## src/hsv_pkg.sv

```systemverilog
// Shared types and constants of the HSV to RGB converter.
// Used by the front part, the back part, the top level and the testbench; depends on nothing.

package hsv_pkg;

	localparam int HUE_W   = 9;
	localparam int CHAN_W  = 8;
	localparam int FRAC_W  = 6;
	localparam int CFG_IDX_W = 1;

	// One sector of the hue circle, in degrees.
	localparam int SECTOR_DEG = 60;
	localparam int SECTORS    = 6;
	localparam int PEAK       = 255;
	// Common denominator of the q and t levels: 60 * 255.
	localparam int LEVEL_DEN  = SECTOR_DEG * PEAK;
	localparam int NUM_W      = 14;
	localparam int PROD_W     = NUM_W + CHAN_W;

	// Reciprocal of LEVEL_DEN scaled by 2^RECIP_SHIFT, rounded down.
	localparam int RECIP_SHIFT = 32;
	localparam int RECIP_W     = 19;
	localparam logic [RECIP_W-1:0] RECIP_MULT =
		RECIP_W'((64'd1 << RECIP_SHIFT) / LEVEL_DEN);

	localparam int MID_DEPTH = 2;
	localparam int OUT_DEPTH = 8;

	localparam logic [CHAN_W-1:0] SAT_RESET = 8'd255;
	localparam logic [CHAN_W-1:0] VAL_RESET = 8'd255;

	typedef enum logic [CFG_IDX_W-1:0] {
		REG_SATURATION = 1'b0,
		REG_BRIGHTNESS = 1'b1
	} cfg_reg_t;

	typedef enum logic [2:0] {
		SECTOR_0 = 3'd0,
		SECTOR_1 = 3'd1,
		SECTOR_2 = 3'd2,
		SECTOR_3 = 3'd3,
		SECTOR_4 = 3'd4,
		SECTOR_5 = 3'd5
	} sector_t;

	typedef struct packed {
		sector_t           sector;
		logic [FRAC_W-1:0] frac;
	} hsv_item_t;

	typedef struct packed {
		logic [CHAN_W-1:0] red;
		logic [CHAN_W-1:0] green;
		logic [CHAN_W-1:0] blue;
	} rgb_t;

endpackage

```

## src/hsv_fifo.sv

```systemverilog
// Small synchronous queue with registered storage and an occupancy count.
// Generic; used between the front and back parts and at the result side.

module hsv_fifo #(
	parameter int Width = 8,
	parameter int Depth = 2
) (
	input  logic                       clk,
	input  logic                       arst_n,
	input  logic                       push,
	input  logic [Width-1:0]           wdata,
	output logic                       full,
	input  logic                       pop,
	output logic [Width-1:0]           rdata,
	output logic                       empty,
	output logic [$clog2(Depth+1)-1:0] count
);

	localparam int PtrW = (Depth > 1) ? $clog2(Depth) : 1;
	localparam int CntW = $clog2(Depth + 1);

	logic [Width-1:0] mem_q [Depth];
	logic [PtrW-1:0]  wr_ptr_q;
	logic [PtrW-1:0]  rd_ptr_q;
	logic [CntW-1:0]  count_q;
	logic             do_push;
	logic             do_pop;

	assign full    = (count_q == CntW'(Depth));
	assign empty   = (count_q == '0);
	assign count   = count_q;
	assign rdata   = mem_q[rd_ptr_q];
	assign do_push = push && !full;
	assign do_pop  = pop && !empty;

	always_ff @(posedge clk) begin
		if (do_push) begin
			mem_q[wr_ptr_q] <= wdata;
		end
	end

	always_ff @(posedge clk or negedge arst_n) begin
		if (!arst_n) begin
			wr_ptr_q <= '0;
			rd_ptr_q <= '0;
			count_q  <= '0;
		end else begin
			if (do_push) begin
				wr_ptr_q <= (wr_ptr_q == PtrW'(Depth - 1)) ? '0 : wr_ptr_q + 1'b1;
			end
			if (do_pop) begin
				rd_ptr_q <= (rd_ptr_q == PtrW'(Depth - 1)) ? '0 : rd_ptr_q + 1'b1;
			end
			if (do_push && !do_pop) begin
				count_q <= count_q + 1'b1;
			end else if (do_pop && !do_push) begin
				count_q <= count_q - 1'b1;
			end
		end
	end

endmodule

```

## src/hsv_front.sv

```systemverilog
// Front part: takes a hue, splits it into sector and fraction, holds it in one stage.
// Depends on hsv_pkg.

module hsv_front (
	input  logic                          clk,
	input  logic                          arst_n,
	input  logic                          push,
	input  logic [hsv_pkg::HUE_W-1:0]     hue,
	output logic                          full,
	output logic                          item_valid,
	output hsv_pkg::hsv_item_t            item,
	input  logic                          item_full
);

	logic                      valid_s1;
	hsv_pkg::hsv_item_t        item_s1;
	logic [3:0]                quot;
	logic [2:0]                sector_raw;
	logic [hsv_pkg::HUE_W-1:0] base;
	logic                      take;

	// Quotient by 60 of a 9-bit hue is at most 8: count the thresholds passed.
	always_comb begin
		quot = '0;
		for (int k = 1; k <= 8; k++) begin
			if (hue >= hsv_pkg::HUE_W'(k * hsv_pkg::SECTOR_DEG)) begin
				quot = quot + 1'b1;
			end
		end
		base       = hsv_pkg::HUE_W'(quot * hsv_pkg::SECTOR_DEG);
		sector_raw = (quot >= 4'(hsv_pkg::SECTORS)) ?
			3'(quot - 4'(hsv_pkg::SECTORS)) : quot[2:0];
	end

	assign full       = valid_s1 && item_full;
	assign take       = push && !full;
	assign item_valid = valid_s1;
	assign item       = item_s1;

	always_ff @(posedge clk) begin
		if (take) begin
			item_s1.sector <= hsv_pkg::sector_t'(sector_raw);
			item_s1.frac   <= hsv_pkg::FRAC_W'(hue - base);
		end
	end

	always_ff @(posedge clk or negedge arst_n) begin
		if (!arst_n) begin
			valid_s1 <= 1'b0;
		end else if (!full) begin
			valid_s1 <= push;
		end
	end

endmodule

```

## src/hsv_back.sv

```systemverilog
// Back part: forms the p, q and t levels in a three-stage pipeline, routes them
// by sector and queues the colors. Depends on hsv_pkg and hsv_fifo.

module hsv_back #(
	parameter int OutDepth = hsv_pkg::OUT_DEPTH
) (
	input  logic                       clk,
	input  logic                       arst_n,
	input  logic                       item_valid,
	input  hsv_pkg::hsv_item_t         item,
	output logic                       item_pop,
	input  logic [hsv_pkg::CHAN_W-1:0] saturation,
	input  logic [hsv_pkg::CHAN_W-1:0] brightness,
	output hsv_pkg::rgb_t              rgb,
	output logic                       empty,
	input  logic                       pop
);

	localparam int CntW   = $clog2(OutDepth + 1);
	localparam int NumW   = hsv_pkg::NUM_W;
	localparam int ProdW  = hsv_pkg::PROD_W;
	localparam int ChanW  = hsv_pkg::CHAN_W;
	localparam int WideW  = ProdW + hsv_pkg::RECIP_W;

	logic [CntW-1:0]  out_count;
	logic [1:0]       inflight;

	// Stage 1: numerators.
	logic             valid_s1;
	hsv_pkg::sector_t sector_s1;
	logic [NumW-1:0]  num_q_s1;
	logic [NumW-1:0]  num_t_s1;
	logic [ChanW-1:0] num_p_s1;
	// Stage 2: products with the value.
	logic             valid_s2;
	hsv_pkg::sector_t sector_s2;
	logic [ProdW-1:0] prod_q_s2;
	logic [ProdW-1:0] prod_t_s2;
	logic [15:0]      prod_p_s2;
	// Stage 3: quotient estimates.
	logic             valid_s3;
	hsv_pkg::sector_t sector_s3;
	logic [ProdW-1:0] prod_q_s3;
	logic [ProdW-1:0] prod_t_s3;
	logic [ChanW-1:0] est_q_s3;
	logic [ChanW-1:0] est_t_s3;
	logic [ChanW-1:0] lvl_p_s3;

	logic [WideW-1:0] wide_q;
	logic [WideW-1:0] wide_t;
	logic [16:0]      div_p;
	logic [ProdW-1:0] rem_q;
	logic [ProdW-1:0] rem_t;
	logic [ChanW-1:0] lvl_q;
	logic [ChanW-1:0] lvl_t;
	hsv_pkg::rgb_t    color;

	// An item is issued only when the result queue has room for it and
	// for everything already in the pipeline.
	assign inflight = 2'(valid_s1) + 2'(valid_s2) + 2'(valid_s3);
	assign item_pop = item_valid &&
		((CntW + 1)'(out_count) + (CntW + 1)'(inflight) < (CntW + 1)'(OutDepth));

	always_ff @(posedge clk or negedge arst_n) begin
		if (!arst_n) begin
			valid_s1 <= 1'b0;
			valid_s2 <= 1'b0;
			valid_s3 <= 1'b0;
		end else begin
			valid_s1 <= item_pop;
			valid_s2 <= valid_s1;
			valid_s3 <= valid_s2;
		end
	end

	always_ff @(posedge clk) begin
		sector_s1 <= item.sector;
		num_q_s1  <= NumW'(hsv_pkg::LEVEL_DEN) - NumW'(item.frac * saturation);
		num_t_s1  <= NumW'(hsv_pkg::LEVEL_DEN)
			- NumW'((hsv_pkg::FRAC_W'(hsv_pkg::SECTOR_DEG) - item.frac) * saturation);
		num_p_s1  <= ChanW'(hsv_pkg::PEAK) - saturation;

		sector_s2 <= sector_s1;
		prod_q_s2 <= ProdW'(num_q_s1) * ProdW'(brightness);
		prod_t_s2 <= ProdW'(num_t_s1) * ProdW'(brightness);
		prod_p_s2 <= 16'(num_p_s1) * 16'(brightness);

		sector_s3 <= sector_s2;
		prod_q_s3 <= prod_q_s2;
		prod_t_s3 <= prod_t_s2;
		est_q_s3  <= ChanW'(wide_q >> hsv_pkg::RECIP_SHIFT);
		est_t_s3  <= ChanW'(wide_t >> hsv_pkg::RECIP_SHIFT);
		lvl_p_s3  <= ChanW'(div_p >> 8);
	end

	// The reciprocal estimate is low by at most one; the logic after stage 3
	// corrects it before the color is queued.
	// Division by 255 of a product of two 8-bit values is exact as (x + (x >> 8) + 1) >> 8.
	always_comb begin
		wide_q = WideW'(prod_q_s2) * WideW'(hsv_pkg::RECIP_MULT);
		wide_t = WideW'(prod_t_s2) * WideW'(hsv_pkg::RECIP_MULT);
		div_p  = 17'(prod_p_s2) + 17'(prod_p_s2 >> 8) + 17'd1;
	end

	always_comb begin
		rem_q = prod_q_s3 - ProdW'(est_q_s3) * ProdW'(hsv_pkg::LEVEL_DEN);
		rem_t = prod_t_s3 - ProdW'(est_t_s3) * ProdW'(hsv_pkg::LEVEL_DEN);
		lvl_q = (rem_q >= ProdW'(hsv_pkg::LEVEL_DEN)) ? est_q_s3 + 1'b1 : est_q_s3;
		lvl_t = (rem_t >= ProdW'(hsv_pkg::LEVEL_DEN)) ? est_t_s3 + 1'b1 : est_t_s3;

		unique case (sector_s3)
			hsv_pkg::SECTOR_0: color = '{red: brightness, green: lvl_t, blue: lvl_p_s3};
			hsv_pkg::SECTOR_1: color = '{red: lvl_q, green: brightness, blue: lvl_p_s3};
			hsv_pkg::SECTOR_2: color = '{red: lvl_p_s3, green: brightness, blue: lvl_t};
			hsv_pkg::SECTOR_3: color = '{red: lvl_p_s3, green: lvl_q, blue: brightness};
			hsv_pkg::SECTOR_4: color = '{red: lvl_t, green: lvl_p_s3, blue: brightness};
			hsv_pkg::SECTOR_5: color = '{red: brightness, green: lvl_p_s3, blue: lvl_q};
			default:           color = '{red: brightness, green: lvl_p_s3, blue: lvl_q};
		endcase
	end

	// The issue check keeps the result queue from overflowing, so its full
	// flag is not needed here.
	hsv_fifo #(
		.Width ($bits(hsv_pkg::rgb_t)),
		.Depth (OutDepth)
	) u_out_fifo (
		.clk    (clk),
		.arst_n (arst_n),
		.push   (valid_s3),
		.wdata  (color),
		.full   (),
		.pop    (pop),
		.rdata  (rgb),
		.empty  (empty),
		.count  (out_count)
	);

endmodule

```

## src/hsv_to_rgb_converter.sv

```systemverilog
// Top level of the HSV to RGB converter: configuration registers, front part,
// middle queue and back part. Depends on hsv_pkg, hsv_front, hsv_fifo, hsv_back.
//
// Usage. Hues enter through push/full: a hue transfers at a clock edge with
// push high and full low. Colors leave through empty/pop: while empty is low
// the oldest color is on red, green and blue, and it transfers at an edge with
// pop high. Saturation (register 0) and brightness (register 1) are written
// through cfg_we, cfg_index and cfg_data while no hue is in flight.
// A color is visible once its hue has passed the front stage, the middle queue,
// the three arithmetic stages and the result queue. Throughput: one hue per
// cycle while colors are popped, set by the three-stage multiplier pipeline.
// When the receiver stalls, up to OutDepth colors collect in the result queue;
// then the back part stops issuing, the middle queue and front stage fill,
// and full rises. Reset clears all queues and sets both registers to 255.

module hsv_to_rgb_converter #(
	parameter int MidDepth = hsv_pkg::MID_DEPTH,
	parameter int OutDepth = hsv_pkg::OUT_DEPTH
) (
	input  logic                          clk,
	input  logic                          arst_n,
	input  logic                          push,
	output logic                          full,
	input  logic [hsv_pkg::HUE_W-1:0]     hue,
	output logic                          empty,
	input  logic                          pop,
	output logic [hsv_pkg::CHAN_W-1:0]    red,
	output logic [hsv_pkg::CHAN_W-1:0]    green,
	output logic [hsv_pkg::CHAN_W-1:0]    blue,
	input  logic                          cfg_we,
	input  logic [hsv_pkg::CFG_IDX_W-1:0] cfg_index,
	input  logic [hsv_pkg::CHAN_W-1:0]    cfg_data
);

	logic [hsv_pkg::CHAN_W-1:0] saturation_q;
	logic [hsv_pkg::CHAN_W-1:0] brightness_q;

	logic               front_valid;
	hsv_pkg::hsv_item_t front_item;
	logic               mid_full;
	logic               mid_empty;
	logic [$bits(hsv_pkg::hsv_item_t)-1:0] mid_rdata;
	logic               back_pop;
	hsv_pkg::rgb_t      color;

	always_ff @(posedge clk or negedge arst_n) begin
		if (!arst_n) begin
			saturation_q <= hsv_pkg::SAT_RESET;
			brightness_q <= hsv_pkg::VAL_RESET;
		end else if (cfg_we) begin
			unique case (hsv_pkg::cfg_reg_t'(cfg_index))
				hsv_pkg::REG_SATURATION: saturation_q <= cfg_data;
				hsv_pkg::REG_BRIGHTNESS: brightness_q <= cfg_data;
				default: ;
			endcase
		end
	end

	hsv_front u_front (
		.clk        (clk),
		.arst_n     (arst_n),
		.push       (push),
		.hue        (hue),
		.full       (full),
		.item_valid (front_valid),
		.item       (front_item),
		.item_full  (mid_full)
	);

	hsv_fifo #(
		.Width ($bits(hsv_pkg::hsv_item_t)),
		.Depth (MidDepth)
	) u_mid_fifo (
		.clk    (clk),
		.arst_n (arst_n),
		.push   (front_valid),
		.wdata  (front_item),
		.full   (mid_full),
		.pop    (back_pop),
		.rdata  (mid_rdata),
		.empty  (mid_empty),
		.count  ()
	);

	hsv_back #(
		.OutDepth (OutDepth)
	) u_back (
		.clk        (clk),
		.arst_n     (arst_n),
		.item_valid (!mid_empty),
		.item       (hsv_pkg::hsv_item_t'(mid_rdata)),
		.item_pop   (back_pop),
		.saturation (saturation_q),
		.brightness (brightness_q),
		.rgb        (color),
		.empty      (empty),
		.pop        (pop)
	);

	assign red   = color.red;
	assign green = color.green;
	assign blue  = color.blue;

endmodule

```

## config.mk

```make
export PLATFORM = sky130hd
export DESIGN_NAME = hsv_to_rgb_converter
export DESIGN_NICKNAME = d
export VERILOG_FILES = /design/src/hsv_pkg.sv /design/src/hsv_fifo.sv /design/src/hsv_front.sv /design/src/hsv_back.sv /design/src/hsv_to_rgb_converter.sv
export SDC_FILE = /design/constraint.sdc
export NUM_CORES = 2
export LEC_CHECK = 0
export ABC_AREA = 1
export BUFFER_PORTS_ARGS = -buffer_cell sky130_fd_sc_hd__buf_2
export CAP_MARGIN = 20
export CORE_MARGIN = 2
export CORE_UTILIZATION = 65
export CTS_CLUSTER_SIZE = 40
export DETAILED_ROUTE_END_ITERATION = 12
export PLACE_DENSITY = 0.82
export SYNTH_ARGS = -nofsm -noshare
export SYNTH_HDL_FRONTEND = slang
export SYNTH_SLANG_ARGS = --single-unit
```

## constraint.sdc

```tcl
create_clock -name clk -period 9.3 [get_ports clk]
set_clock_uncertainty 0.15 [all_clocks]
set_input_delay 1.86 -clock clk [delete_from_list [all_inputs] [get_ports clk]]
set_output_delay 1.86 -clock clk [all_outputs]
set_load 0.05 [all_outputs]
```

==> metrics <==
status completed; All-Layer GR Usage 29.8%; crit-path max cell delay 330 ps; PortBufs 48; TritonRoute pass-1 iters 6; P&R area growth vs syn 6.06%; post-synth cell types 60; most common flop cell mapped by yosys edfxtp_1; area leader, netlist fa_1; Synth Register Bits 420; crit path DAT 7790 ps; overall die height 262 um; routed vias 33,236; CTS Buf Count 47; I/O Pins 49; Clock transition at path regs 60 ps; Placed Instance Area 44,100 um^2; initial antenna violation count 3; first-pass GRT wire length 164 mm; HPWL Detailed 75.9 mm; top cell type's share of synthesized area 19.7%; startpoint class of the critical path input pin; fin crit share 81.5%; Initial Util 65.6%; most common cell in the netlist inv_1; Syn Std Cell Area 43,200 um^2; GRT overflow 0; post-route ant nets 0; Fmax achieved 132 MHz; Synth area leaders fa_1, ha_1, edfxtp_1; post-route setup slack 1720 ps; combined area of the multi-input logic cells 27,700 um^2; Core Box Area 65,700 um^2; synthesized instance count 5,064; post-route cell area 45,800 um^2; largest net degree at the start of global routing 100; filler instances 4,921; HP Class flip-flop to flip-flop; EDFF count, synth 219; final setup violation count 0; asr flop ratio synth 8.10%; Worst-Skew Late Latency 620 ps; clock buffer depth 3; Die Wd 262 um; unrepaired setup endpoints after global routing false; Via density 5.57; yosys warns 0; pre-CTS WS 1150 ps; drt drc 0; minimum clock period 7580 ps; CP Capture Type flip-flop; Initial DRC Count 2,482; routability cong. 0.956; MaxCap Viol Count 0; ant diodes 0; critical path class input pin to flip-flop; register area 10,800 um^2; post-cts resize count 0; Final Hold Fails 0; DIE AREA 68,500 um^2; Post-Route Setup TNS 0 ps; setup bufs post-CTS 0; worst-path maximum fanout 7; share of cells above drive strength 1 4.62%; cell count of the worst hold path 0; CP required 9510 ps; Seq/Total Area, Yosys 25.0%; clock root buffer clkbuf_16; CTS tree built; syn avg cell area 8.52 um^2; Routed wire per std cell 16.5 um; vias in the first global route 34,021; Nets 6,140; CTS sink cnt 420; slowest stage cell, crit path or2_2; Slew @ Worst Pin 1050 ps; Relative slew margins 30.1%; fin. max-slew vios 0; most frequent cells after synthesis inv_1, nand2_1, ha_1, nor2_1, fa_1; R2R depth 30; FP Rows 94; final wirelength 98.6 mm; syn nets 6,140; # hold bufs at CTS 0; H-tree depth 2
-- layer usage --
metal  global-route usage, %  share of wire [%]  vias up
li1                        -                  -    15956
met1                    37.7                 41    15802
met2                    52.2                 49     1213
met3                    3.45                6.1      263
met4                    12.0                4.1        2
met5                       0              0.010        -
-- cells by family after synthesis --
family,share of synthesized area (%)
xor+xnor,3.18
fa+ha+maj,37.9
simple gates,15.5
buf+inv,10.9
flops,25.0
compound gates,7.48
-- final timing paths --
path | startpoint | endpoint | slack [ps]
min | u_back.sector_s1[2]$_DFF_P_ | u_back.sector_s2[2]$_DFF_P_ | 180
max reg2reg | u_back.est_q_s3[5]$_DFF_P_ | u_back.u_out_fifo.mem_q[6][13]$_DFFE_PP_ | 2050
min in group asynchronous | arst_n | u_back.u_out_fifo.rd_ptr_q[0]$_DFFE_PN0P_ | 1170
min reg2reg | u_back.sector_s1[2]$_DFF_P_ | u_back.sector_s2[2]$_DFF_P_ | 180
max | hue[8] | u_front.item[5]$_DFFE_PP_ | 1720
max in group asynchronous | arst_n | u_mid_fifo.wr_ptr_q$_DFFE_PN0P_ | 7230
-- worst max-delay path: cells and delay by family --
| family | cells | cell delay [ps] |
|---|---|---|
| xor+xnor | 2 | 350 |
| buf+inv | 9 | 750 |
| fa+ha+maj | 8 | 2220 |
| simple gates | 15 | 1630 |
| compound gates | 5 | 990 |
-- final cells by class --
type	count	share of cell area [%]
Tap cell	864	2.36
Clock buffer	61	2.92
Multi-Input combinational cell	3408	60.5
Clock inverter	27	0.640
Timing Repair Buffer	64	0.787
Sequential cell	420	23.6
Inverter	1123	9.21
-- through the flow --
stage | utilization [%] | hold WS [ps] | cells
floorplan | - | 160 | 5064
global placement | 67.1 | 162 | 5879
detailed placement | 67.1 | 163 | 5879
CTS | 69.6 | 182 | 5967
global route | 69.6 | 193 | 5967
finish | 69.6 | 181 | 5967
-- state kept, by name, summed over array words and instances, names as in the netlist, 8 cells and up --
signal / flops
u_back.prod_t_s3: 20
u_back.prod_p_s2: 16
u_back.num_q_s1: 14
u_back.num_p_s1: 8
u_back.est_q_s3: 8
u_mid_fifo.mem_q: 18
u_back.num_t_s1: 13
u_back.est_t_s3: 8
u_back.prod_q_s2: 22
u_back.prod_t_s2: 21
u_front.item: 9
u_back.u_out_fifo.mem_q: 192
u_back.lvl_p_s3: 8
saturation_q: 8
u_back.prod_q_s3: 20
brightness_q: 8
-- cell usage in the layout, fill, tap and decap left out, types with 17 or more instances in the layout --
cell type / netlist / layout
a21o_1: 18 / 18
a21oi_1: 187 / 187
a31oi_1: 49 / 49
buf_2: 7 / 48
clkbuf_16: 0 / 50
dfrtp_1: 18 / 17
dfxtp_1: 167 / 167
edfxtp_1: 219 / 219
fa_1: 425 / 425
ha_1: 628 / 628
inv_1: 1111 / 1110
nand2_1: 908 / 908
nand3_1: 151 / 151
nand4_1: 45 / 45
nor2_1: 430 / 422
nor3_1: 18 / 18
o21ai_0: 211 / 211
o22ai_1: 26 / 26
xnor2_1: 52 / 52
xor2_1: 103 / 103
Power is not shown: default switching activity piles up to over one toggle a cycle in this logic, so the estimate is an artifact.
